### config.mk
export PLATFORM = sky130hd
export DESIGN_NAME = slot_handle_allocator
export DESIGN_NICKNAME = d
export VERILOG_FILES = /design/src/design/sha_pkg.sv /design/src/design/sha_ring.sv /design/src/design/slot_handle_allocator.sv
export SDC_FILE = /design/constraint.sdc
export NUM_CORES = 2
export LEC_CHECK = 0
export ABC_AREA = 1
export BUFFER_PORTS_ARGS = -buffer_cell sky130_fd_sc_hd__buf_2
export CAP_MARGIN = 20
export CORE_MARGIN = 2
export CORE_UTILIZATION = 40
export CTS_BUF_LIST = sky130_fd_sc_hd__clkbuf_8
export CTS_CLUSTER_SIZE = 16
export DETAILED_ROUTE_END_ITERATION = 16
export GPL_ROUTABILITY_DRIVEN = 0
export PLACE_DENSITY = 0.58
export SLEW_MARGIN = 20
export SYNTH_ARGS = -nofsm -noshare
export SYNTH_HDL_FRONTEND = slang
export SYNTH_HIERARCHICAL = 1
export SYNTH_SLANG_ARGS = --single-unit
export TNS_END_PERCENT = 20
### constraint.sdc
create_clock -name clk -period 4.45 [get_ports clk]
set_input_delay 0.445 -clock clk [delete_from_list [all_inputs] [get_ports clk]]
set_output_delay 0.445 -clock clk [all_outputs]
set_load 0.01 [all_outputs]
### src/design/sha_pkg.sv
// Shared types, result codes and sizing functions of the slot handle allocator.
package sha_pkg;

	typedef enum logic [1:0] {
		KIND_INSERT  = 2'd0,
		KIND_REMOVE  = 2'd1,
		KIND_GET     = 2'd2,
		KIND_ITERATE = 2'd3
	} kind_t;

	typedef enum logic [1:0] {
		STATUS_OK     = 2'd0,
		STATUS_FULL   = 2'd1,
		STATUS_RANGE  = 2'd2,
		STATUS_DFREE  = 2'd3
	} status_t;

	// Slot count rounded up to the next power of two, at most 256.
	function automatic int cap_of(input int slots);
		int c;
		c = 1;
		for (int i = 0; i < 8; i++) begin
			if (c < slots) begin
				c = c * 2;
			end
		end
		return c;
	endfunction

	// Index width for a table of cap entries; at least one bit.
	function automatic int idx_width(input int cap);
		int w;
		w = (cap <= 1) ? 1 : $clog2(cap);
		return w;
	endfunction

endpackage

### src/design/sha_ring.sv
// Ring of slot numbers: one synchronous memory with per-entry written flags.
module sha_ring #(
	parameter int SLOTS = 64
) (
	input  logic                                                   clk,
	input  logic                                                   arst_n,
	input  logic                                                   rd_en,
	input  logic [sha_pkg::idx_width(sha_pkg::cap_of(SLOTS))-1:0] rd_addr,
	output logic [sha_pkg::idx_width(sha_pkg::cap_of(SLOTS))-1:0] rd_slot,
	input  logic                                                   wr_en,
	input  logic [sha_pkg::idx_width(sha_pkg::cap_of(SLOTS))-1:0] wr_addr,
	input  logic [sha_pkg::idx_width(sha_pkg::cap_of(SLOTS))-1:0] wr_data
);
	import sha_pkg::*;

	localparam int CAP = cap_of(SLOTS);
	localparam int IW  = idx_width(CAP);

	logic [IW-1:0]  ring_mem [CAP];
	logic [CAP-1:0] written_q;
	logic [IW-1:0]  rd_data_q;
	logic [IW-1:0]  rd_addr_q;
	logic           rd_written_q;

	always_ff @(posedge clk) begin
		if (wr_en) begin
			ring_mem[wr_addr] <= wr_data;
		end
		if (rd_en) begin
			rd_data_q <= ring_mem[rd_addr];
			rd_addr_q <= rd_addr;
		end
	end

	// An entry never written reads as its own index, which is the reset contents.
	always_ff @(posedge clk or negedge arst_n) begin
		if (!arst_n) begin
			written_q    <= '0;
			rd_written_q <= 1'b0;
		end else begin
			if (wr_en) begin
				written_q[wr_addr] <= 1'b1;
			end
			if (rd_en) begin
				rd_written_q <= written_q[rd_addr];
			end
		end
	end

	assign rd_slot = rd_written_q ? rd_data_q : rd_addr_q;

endmodule

### src/design/slot_handle_allocator.sv
// Top level of the slot handle allocator: request decode, slot table and result register.
//
// Usage: a request item (kind, payload, slot, position) enters on req_valid while
// req_stall is low. Insert takes the slot named by the ring entry at the allocation
// counter, remove returns a slot to the ring at the free counter, get reads a busy
// slot's payload and iterate reads the slot at a given ring position.
// Each request gives exactly one response item on rsp_valid / rsp_stall, carrying
// status, slot_out, data_out, found and both 32-bit position counters after the step.
// Timing: a request is accepted, the ring is read in the accept cycle, the slot table
// is read and updated in the next cycle, and the payload read returns in the cycle after.
// The response register is loaded in the final step once it is free; a new request is
// taken only when the item in flight has passed the ring read, then the slot table read,
// both through synchronous memories with registered read data, and the response load.
// A request can be accepted while the previous response still waits on rsp_stall;
// it then holds in its last step until the response register frees.
// Reset clears the busy marks, the ring's written flags and both counters at once;
// no clearing pass is needed, so the block takes requests right after reset.
module slot_handle_allocator #(
	parameter int SLOTS         = 64,
	parameter int PAYLOAD_WIDTH = 32
) (
	input  logic        clk,
	input  logic        arst_n,
	input  logic        req_valid,
	output logic        req_stall,
	input  logic [1:0]  kind,
	input  logic [31:0] payload,
	input  logic [7:0]  slot,
	input  logic [31:0] position,
	output logic        rsp_valid,
	input  logic        rsp_stall,
	output logic [1:0]  status,
	output logic [7:0]  slot_out,
	output logic [31:0] data_out,
	output logic        found,
	output logic [31:0] alloc_count,
	output logic [31:0] free_count
);
	import sha_pkg::*;

	localparam int CAP = cap_of(SLOTS);
	localparam int IW  = idx_width(CAP);
	// Stored payload width: the ports carry 32 bits, so wider settings are cut to 32.
	localparam int SW  = (PAYLOAD_WIDTH < 32) ? PAYLOAD_WIDTH : 32;
	localparam logic [IW-1:0] IDX_MASK = IW'(CAP - 1);

	typedef enum logic [1:0] {
		S_IDLE,
		S_RING,
		S_DATA
	} state_t;

	state_t state_q;

	// Request fields held for the item in flight.
	kind_t         kind_s1;
	logic [SW-1:0] payload_s1;
	logic [7:0]    slot_s1;

	// Result fields decided in the table step.
	status_t       status_s2;
	logic [IW-1:0] slot_out_s2;
	logic          found_s2;

	// Slot table: payload memory, with the busy marks acting as its valid bits.
	logic [SW-1:0]  pay_mem [CAP];
	logic [SW-1:0]  pay_rd_q;
	logic [CAP-1:0] busy_q;
	logic [31:0]    alloc_q;
	logic [31:0]    free_q;

	logic          accept;
	logic [IW-1:0] ring_rd_addr;
	logic [IW-1:0] ring_slot;
	logic          ring_wr_en;
	logic [IW-1:0] ring_wr_addr;
	logic [IW-1:0] slot_sel;
	logic          slot_in_range;
	logic [IW-1:0] target;
	logic          busy_hit;
	logic          insert_ok;
	logic          remove_ok;
	status_t       status_next;
	logic [IW-1:0] slot_out_next;
	logic          found_next;
	logic [31:0]   data_ext;
	logic          rsp_free;

	assign req_stall = (state_q != S_IDLE);
	assign accept    = req_valid && !req_stall;
	assign rsp_free  = !rsp_valid || !rsp_stall;

	// The ring is addressed straight from the request so its data is ready next cycle.
	assign ring_rd_addr = ((kind_t'(kind) == KIND_ITERATE) ? position[IW-1:0]
	                                                        : alloc_q[IW-1:0]) & IDX_MASK;

	sha_ring #(
		.SLOTS (SLOTS)
	) u_ring (
		.clk     (clk),
		.arst_n  (arst_n),
		.rd_en   (accept),
		.rd_addr (ring_rd_addr),
		.rd_slot (ring_slot),
		.wr_en   (ring_wr_en),
		.wr_addr (ring_wr_addr),
		.wr_data (slot_sel)
	);

	// Table step: decode the request against the busy marks.
	always_comb begin
		slot_sel      = slot_s1[IW-1:0] & IDX_MASK;
		slot_in_range = ({1'b0, slot_s1} < 9'(CAP));
		if (kind_s1 == KIND_INSERT || kind_s1 == KIND_ITERATE) begin
			target = ring_slot & IDX_MASK;
		end else begin
			target = slot_sel;
		end
		busy_hit      = busy_q[target];
		insert_ok     = 1'b0;
		remove_ok     = 1'b0;
		status_next   = STATUS_OK;
		slot_out_next = '0;
		found_next    = 1'b0;
		case (kind_s1)
			KIND_INSERT: begin
				if (busy_hit) begin
					status_next = STATUS_FULL;
				end else begin
					insert_ok     = 1'b1;
					slot_out_next = target;
				end
			end
			KIND_REMOVE: begin
				if (!slot_in_range) begin
					status_next = STATUS_RANGE;
				end else if (!busy_hit) begin
					status_next = STATUS_DFREE;
				end else begin
					remove_ok = 1'b1;
				end
			end
			KIND_GET: begin
				if (!slot_in_range) begin
					status_next = STATUS_RANGE;
				end else begin
					found_next = busy_hit;
				end
			end
			default: begin
				slot_out_next = target;
				found_next    = busy_hit;
			end
		endcase
	end

	assign ring_wr_en   = (state_q == S_RING) && remove_ok;
	assign ring_wr_addr = free_q[IW-1:0] & IDX_MASK;

	always_comb begin
		data_ext         = '0;
		data_ext[SW-1:0] = pay_rd_q;
	end

	// Payload memory: written on a good insert, read for every item in the table step.
	always_ff @(posedge clk) begin
		if (state_q == S_RING) begin
			if (insert_ok) begin
				pay_mem[target] <= payload_s1;
			end
			pay_rd_q <= pay_mem[target];
		end
	end

	always_ff @(posedge clk or negedge arst_n) begin
		if (!arst_n) begin
			busy_q  <= '0;
			alloc_q <= '0;
			free_q  <= '0;
		end else if (state_q == S_RING) begin
			if (insert_ok) begin
				busy_q[target] <= 1'b1;
				alloc_q        <= alloc_q + 32'd1;
			end
			if (remove_ok) begin
				busy_q[target] <= 1'b0;
				free_q         <= free_q + 32'd1;
			end
		end
	end

	// Request capture and decided result fields; no reset needed on payload.
	always_ff @(posedge clk) begin
		if (accept) begin
			kind_s1    <= kind_t'(kind);
			payload_s1 <= payload[SW-1:0];
			slot_s1    <= slot;
		end
		if (state_q == S_RING) begin
			status_s2   <= status_next;
			slot_out_s2 <= slot_out_next;
			found_s2    <= found_next;
		end
	end

	// Sequencer and response register.
	always_ff @(posedge clk or negedge arst_n) begin
		if (!arst_n) begin
			state_q     <= S_IDLE;
			rsp_valid   <= 1'b0;
			status      <= STATUS_OK;
			slot_out    <= '0;
			data_out    <= '0;
			found       <= 1'b0;
			alloc_count <= '0;
			free_count  <= '0;
		end else begin
			if (state_q == S_DATA && rsp_free) begin
				rsp_valid <= 1'b1;
			end else if (rsp_valid && !rsp_stall) begin
				rsp_valid <= 1'b0;
			end
			unique case (state_q)
				S_IDLE: begin
					if (accept) begin
						state_q <= S_RING;
					end
				end
				S_RING: begin
					state_q <= S_DATA;
				end
				S_DATA: begin
					if (rsp_free) begin
						status      <= status_s2;
						slot_out    <= 8'(slot_out_s2);
						data_out    <= found_s2 ? data_ext : 32'd0;
						found       <= found_s2;
						alloc_count <= alloc_q;
						free_count  <= free_q;
						state_q     <= S_IDLE;
					end
				end
				default: begin
					state_q <= S_IDLE;
				end
			endcase
		end
	end

	// The number of busy slots always equals the distance between the counters.
	a_busy_count: assert property (@(posedge clk) disable iff (!arst_n)
		(alloc_q - free_q) == 32'($countones(busy_q)))
		else $error("busy mark count differs from counter distance");

	// A response is only loaded from the final step of an item.
	a_rsp_source: assert property (@(posedge clk) disable iff (!arst_n)
		$rose(rsp_valid) |-> $past(state_q == S_DATA))
		else $error("response loaded outside the final step");

	// The allocation counter only moves on an insert in the table step.
	a_alloc_move: assert property (@(posedge clk) disable iff (!arst_n)
		!$stable(alloc_q) |-> $past(state_q == S_RING && kind_s1 == KIND_INSERT))
		else $error("allocation counter moved without an insert");

	// A slot returned to the ring is no longer busy afterwards.
	a_remove_clears: assert property (@(posedge clk) disable iff (!arst_n)
		ring_wr_en |=> !busy_q[$past(slot_sel)])
		else $error("removed slot still busy");

endmodule

==> impl_metrics.toml <==
[logic_synthesis]
synth_edf_count = 2527
synth_cell_type_count = 46
synth_ff_type = "edfxtp_1"
yosys-top-cells-area = "edfxtp_1 (70%), dfrtp_1 (6.9%), nand2_1 (5.7%)"
yosysTopAreaCellShare = 0.698
syn-cell-area_sq_mm = 0.109
synth_area_per_cell_sq_um = 13.6
ys_top_cells_by_count = "edfxtp_1 (2527), nand2_1 (1659), a22oi_1 (628)"
synth_top_cell_by_area = "edfxtp_1"
syn_inst = 7994
yosysWarningCount = 6
ys_ff_latch = 2828
async_reset_ff_frac = 0.106
yosysMostFrequentCell = "edfxtp_1"
ys_seq_area_frac = 0.767

[pwr]
p_clk_frac = 0.310
switching_share = 0.320
combPwrFrac = 0.222
vdd_drop_max_uv = 320
leakagePower_uw = 0.0439
fin_total_pwr_uw = 65200
p_int_uw = 44300
p_per_area_mw_per_mm2 = 521
p_seq_frac = 0.468
p_sw_uw = 20900

[placement]
port_buffers = 158
dp_hpwl_mm = 186
place_ws_ns = 0.271

[setup_path]
crit_path_end_kind = "flop"
start_kind = "flop"
rr_startpoint = "kind_s1[1]$_DFFE_PP_"
critPathMaxFanout = 23
cp_common_cell = "buf_4"
slowest_delay_ns = 0.54
critPathSlowestCell = "ha_2"
worstPathCellList = "inv_1 -> ha_2 -> inv_4 -> or2_1 -> o21ai_4 -> nand3_2 -> inv_2 -> o21ai_0 -> o21ai_0 -> nor2_1 -> nand2_2 -> nand3_2 -> inv_2 -> buf_4 -> nand4_1 -> buf_4 -> nor4_1 -> buf_4"
rr_endpoint = "u_ring/ring_mem[50][4]$_DFFE_PP_"
worst_r2r_path_depth = 18
critPathKind = "flop to flop"
cp.arrival_ns = 4.86
r2r_setup_slack_ns = 0.35
cp_data_required_time_ns = 5.21

[global_route]
grt_pass1_wl_mm = 460
grt_start_max_net_pins = 196
grt_antenna_before_repair = 12
gr-total-overflow = 0
grt_usage = 0.224
grt_pass1_vias = 67500

[worst_hold_path]
worstHoldEndpoint = "payload_s1[25]$_DFFE_PP_"
hold_path.class = "primary input to flop"
min_from = "payload[25]"
holdPathStages = 2

[timing]
min_period_over_period = 0.921
hold_viol = 0
hold_ws_ns = 0.117
fin_tns_setup_ns = 0
drv_slew = 0
grt_setup_unrepaired = "no"
min_period_ns = 4.10
finClkSkew_ns = 0.0890
worst_slack_ns = 0.351
max_slew.worst_pin.slew_ns = 0.992
final-setup-viol-count = 0
max_freq_mhz = 244
max_slew_margin = 0.337

[cts]
clkSinkCount = 2828
clkLatencyLatePin_ns = 1.05
path_clk_slew_ns = 0.06
cts_buffer_depth = 4
cts_tree = "done"
cts_buffers = 435
ctsRootBufferMaster = "clkbuf_8"
htreeDepth = 5

[floorplan]
rows = 191
ios = 187
die_area_sq_mm = 0.276
die_height_um = 525
die_x_um = 525
start_util = 0.402
core_area_sq_mm = 0.271

[layout]
fin_nets = 8626
area_growth_pct = 15.0
drive_gt1_frac = 0.138
post-route-util = 0.462

[routing]
drt_iter0_drc = 7769
postRouteAntennaNets = 0
drc = 0
vias = 69100
vias_per_cell = 5.54
dr.pass1.iters = 6
post_drt_wl_per_cell_um = 25.5
routed_wl_mm = 318

[run]
cap_violations = 0

[outcome]
outcome = "complete, no violations"
-- sequential cells by signal (all words and copies together), names as in the netlist, 8 cells and up --
signal	flops
alloc_count	32
alloc_q	32
busy_q	64
data_ext	32
data_out	32
free_count	32
free_q	32
pay_mem	2048
payload_s1	32
slot_s1	8
u_ring/ring_mem	384
u_ring/written_q	64
-- per-stage QoR --
stage	cells	instance area, sq um
6_report	12500	125000
5_1_grt	12500	125000
4_1_cts	12500	125000
3_5_place_dp	11600	117000
3_3_place_gp	11600	117000
2_1_floorplan	7995	109000
-- routing by layer --
layer,share of wire,wire length [um],vias up,global-route usage
met2,0.48,152000,3126,0.368
met3,0.081,25800,446,0.0375
met4,0.024,7550,2,0.0597
li1,-,-,30500,-
met1,0.42,132000,35100,0.309
met5,0.000041,13,-,0
-- cell families (layout without fill, tap and decap cells) --
kind of cell / count (synthesis) / count (layout) / share of synthesized area
compound gates: 1331 / 1331 / 0.0791
xor+xnor: 61 / 61 / 0.00491
fa+ha+maj: 6 / 6 / 0.000690
buf+inv: 814 / 1720 / 0.0323
flops: 2828 / 2828 / 0.767
mux: 6 / 6 / 0.000621
other cells: 1 / 10 / 0.0000345
simple gates: 2947 / 2947 / 0.115
-- power groups by stage --
| stage | Sequential [uW] | Clock (uW) | Combinational (uW) |
|---|---|---|---|
| 6_report | 30500 | 20200 | 14500 |
| 2_1_floorplan | 31400 | 0 | 7670 |
| 5_1_grt | 30600 | 21700 | 15500 |
| 3_5_place_dp | 31100 | 0 | 14300 |
| 4_1_cts | 30500 | 20600 | 14400 |
| 3_3_place_gp | 31100 | 0 | 14200 |
-- critical path: cells and delay by family (launching register included) --
kind	cells	cell delay, ns
adder cells (fa/ha/maj)	1	0.54
AO/OA/AOI/OAI	3	0.47
AND/OR/NAND/NOR	7	1.19
buffers and inverters	7	1.21
flip-flops	1	0.38
-- cells in the final DEF (no fill, tap or decap), types with 111 or more instances in the layout --
cell      count
a21oi_1     162
a22oi_1     628
buf_12      130
buf_2       157
buf_4       202
clkbuf_8    462
clkinv_1    111
dfrtp_1     301
edfxtp_1   2527
inv_1       485
nand2_1    1654
nand3_1     265
nand4_1     301
nor2_1      513
o21ai_0     301
-- final cells by class --
type | instances | area (sq um)
antenna | 8 | 20.0
clock buffer | 462 | 6360
multi-input combinational | 4353 | 22300
tap | 3570 | 4470
sequential | 2828 | 83400
timing repair buffer | 539 | 5450
inverter | 385 | 1460
fill | 23900 | 146000
clock inverter | 334 | 1690
-- worst max path at each step --
stage                               from                          endpoint  slack, ns  depth (start not counted)
detailed placement  kind_s1[1]$_DFFE_PP_  u_ring/ring_mem[50][0]$_DFFE_PP_       0.27                         17
global placement    kind_s1[1]$_DFFE_PP_  u_ring/ring_mem[50][1]$_DFFE_PP_       0.29                         17
global route        kind_s1[1]$_DFFE_PP_  u_ring/ring_mem[54][5]$_DFFE_PP_       0.04                         18
finish              kind_s1[1]$_DFFE_PP_  u_ring/ring_mem[50][4]$_DFFE_PP_       0.35                         18
CTS                 kind_s1[0]$_DFFE_PP_  u_ring/ring_mem[50][3]$_DFFE_PP_       0.26                         17
floorplan           slot_s1[0]$_DFFE_PP_           pay_mem[1][0]$_DFFE_PP_       0.09                         15
-- what timing repair did --
action	CTS	global route
endpoints found under the setup margin	0	48
buffers inserted	0	1
resized for setup	0	0
hold buffers	46	0
hold endpoints to repair	140	0
Note: power is estimated with default switching activity, not from simulation.
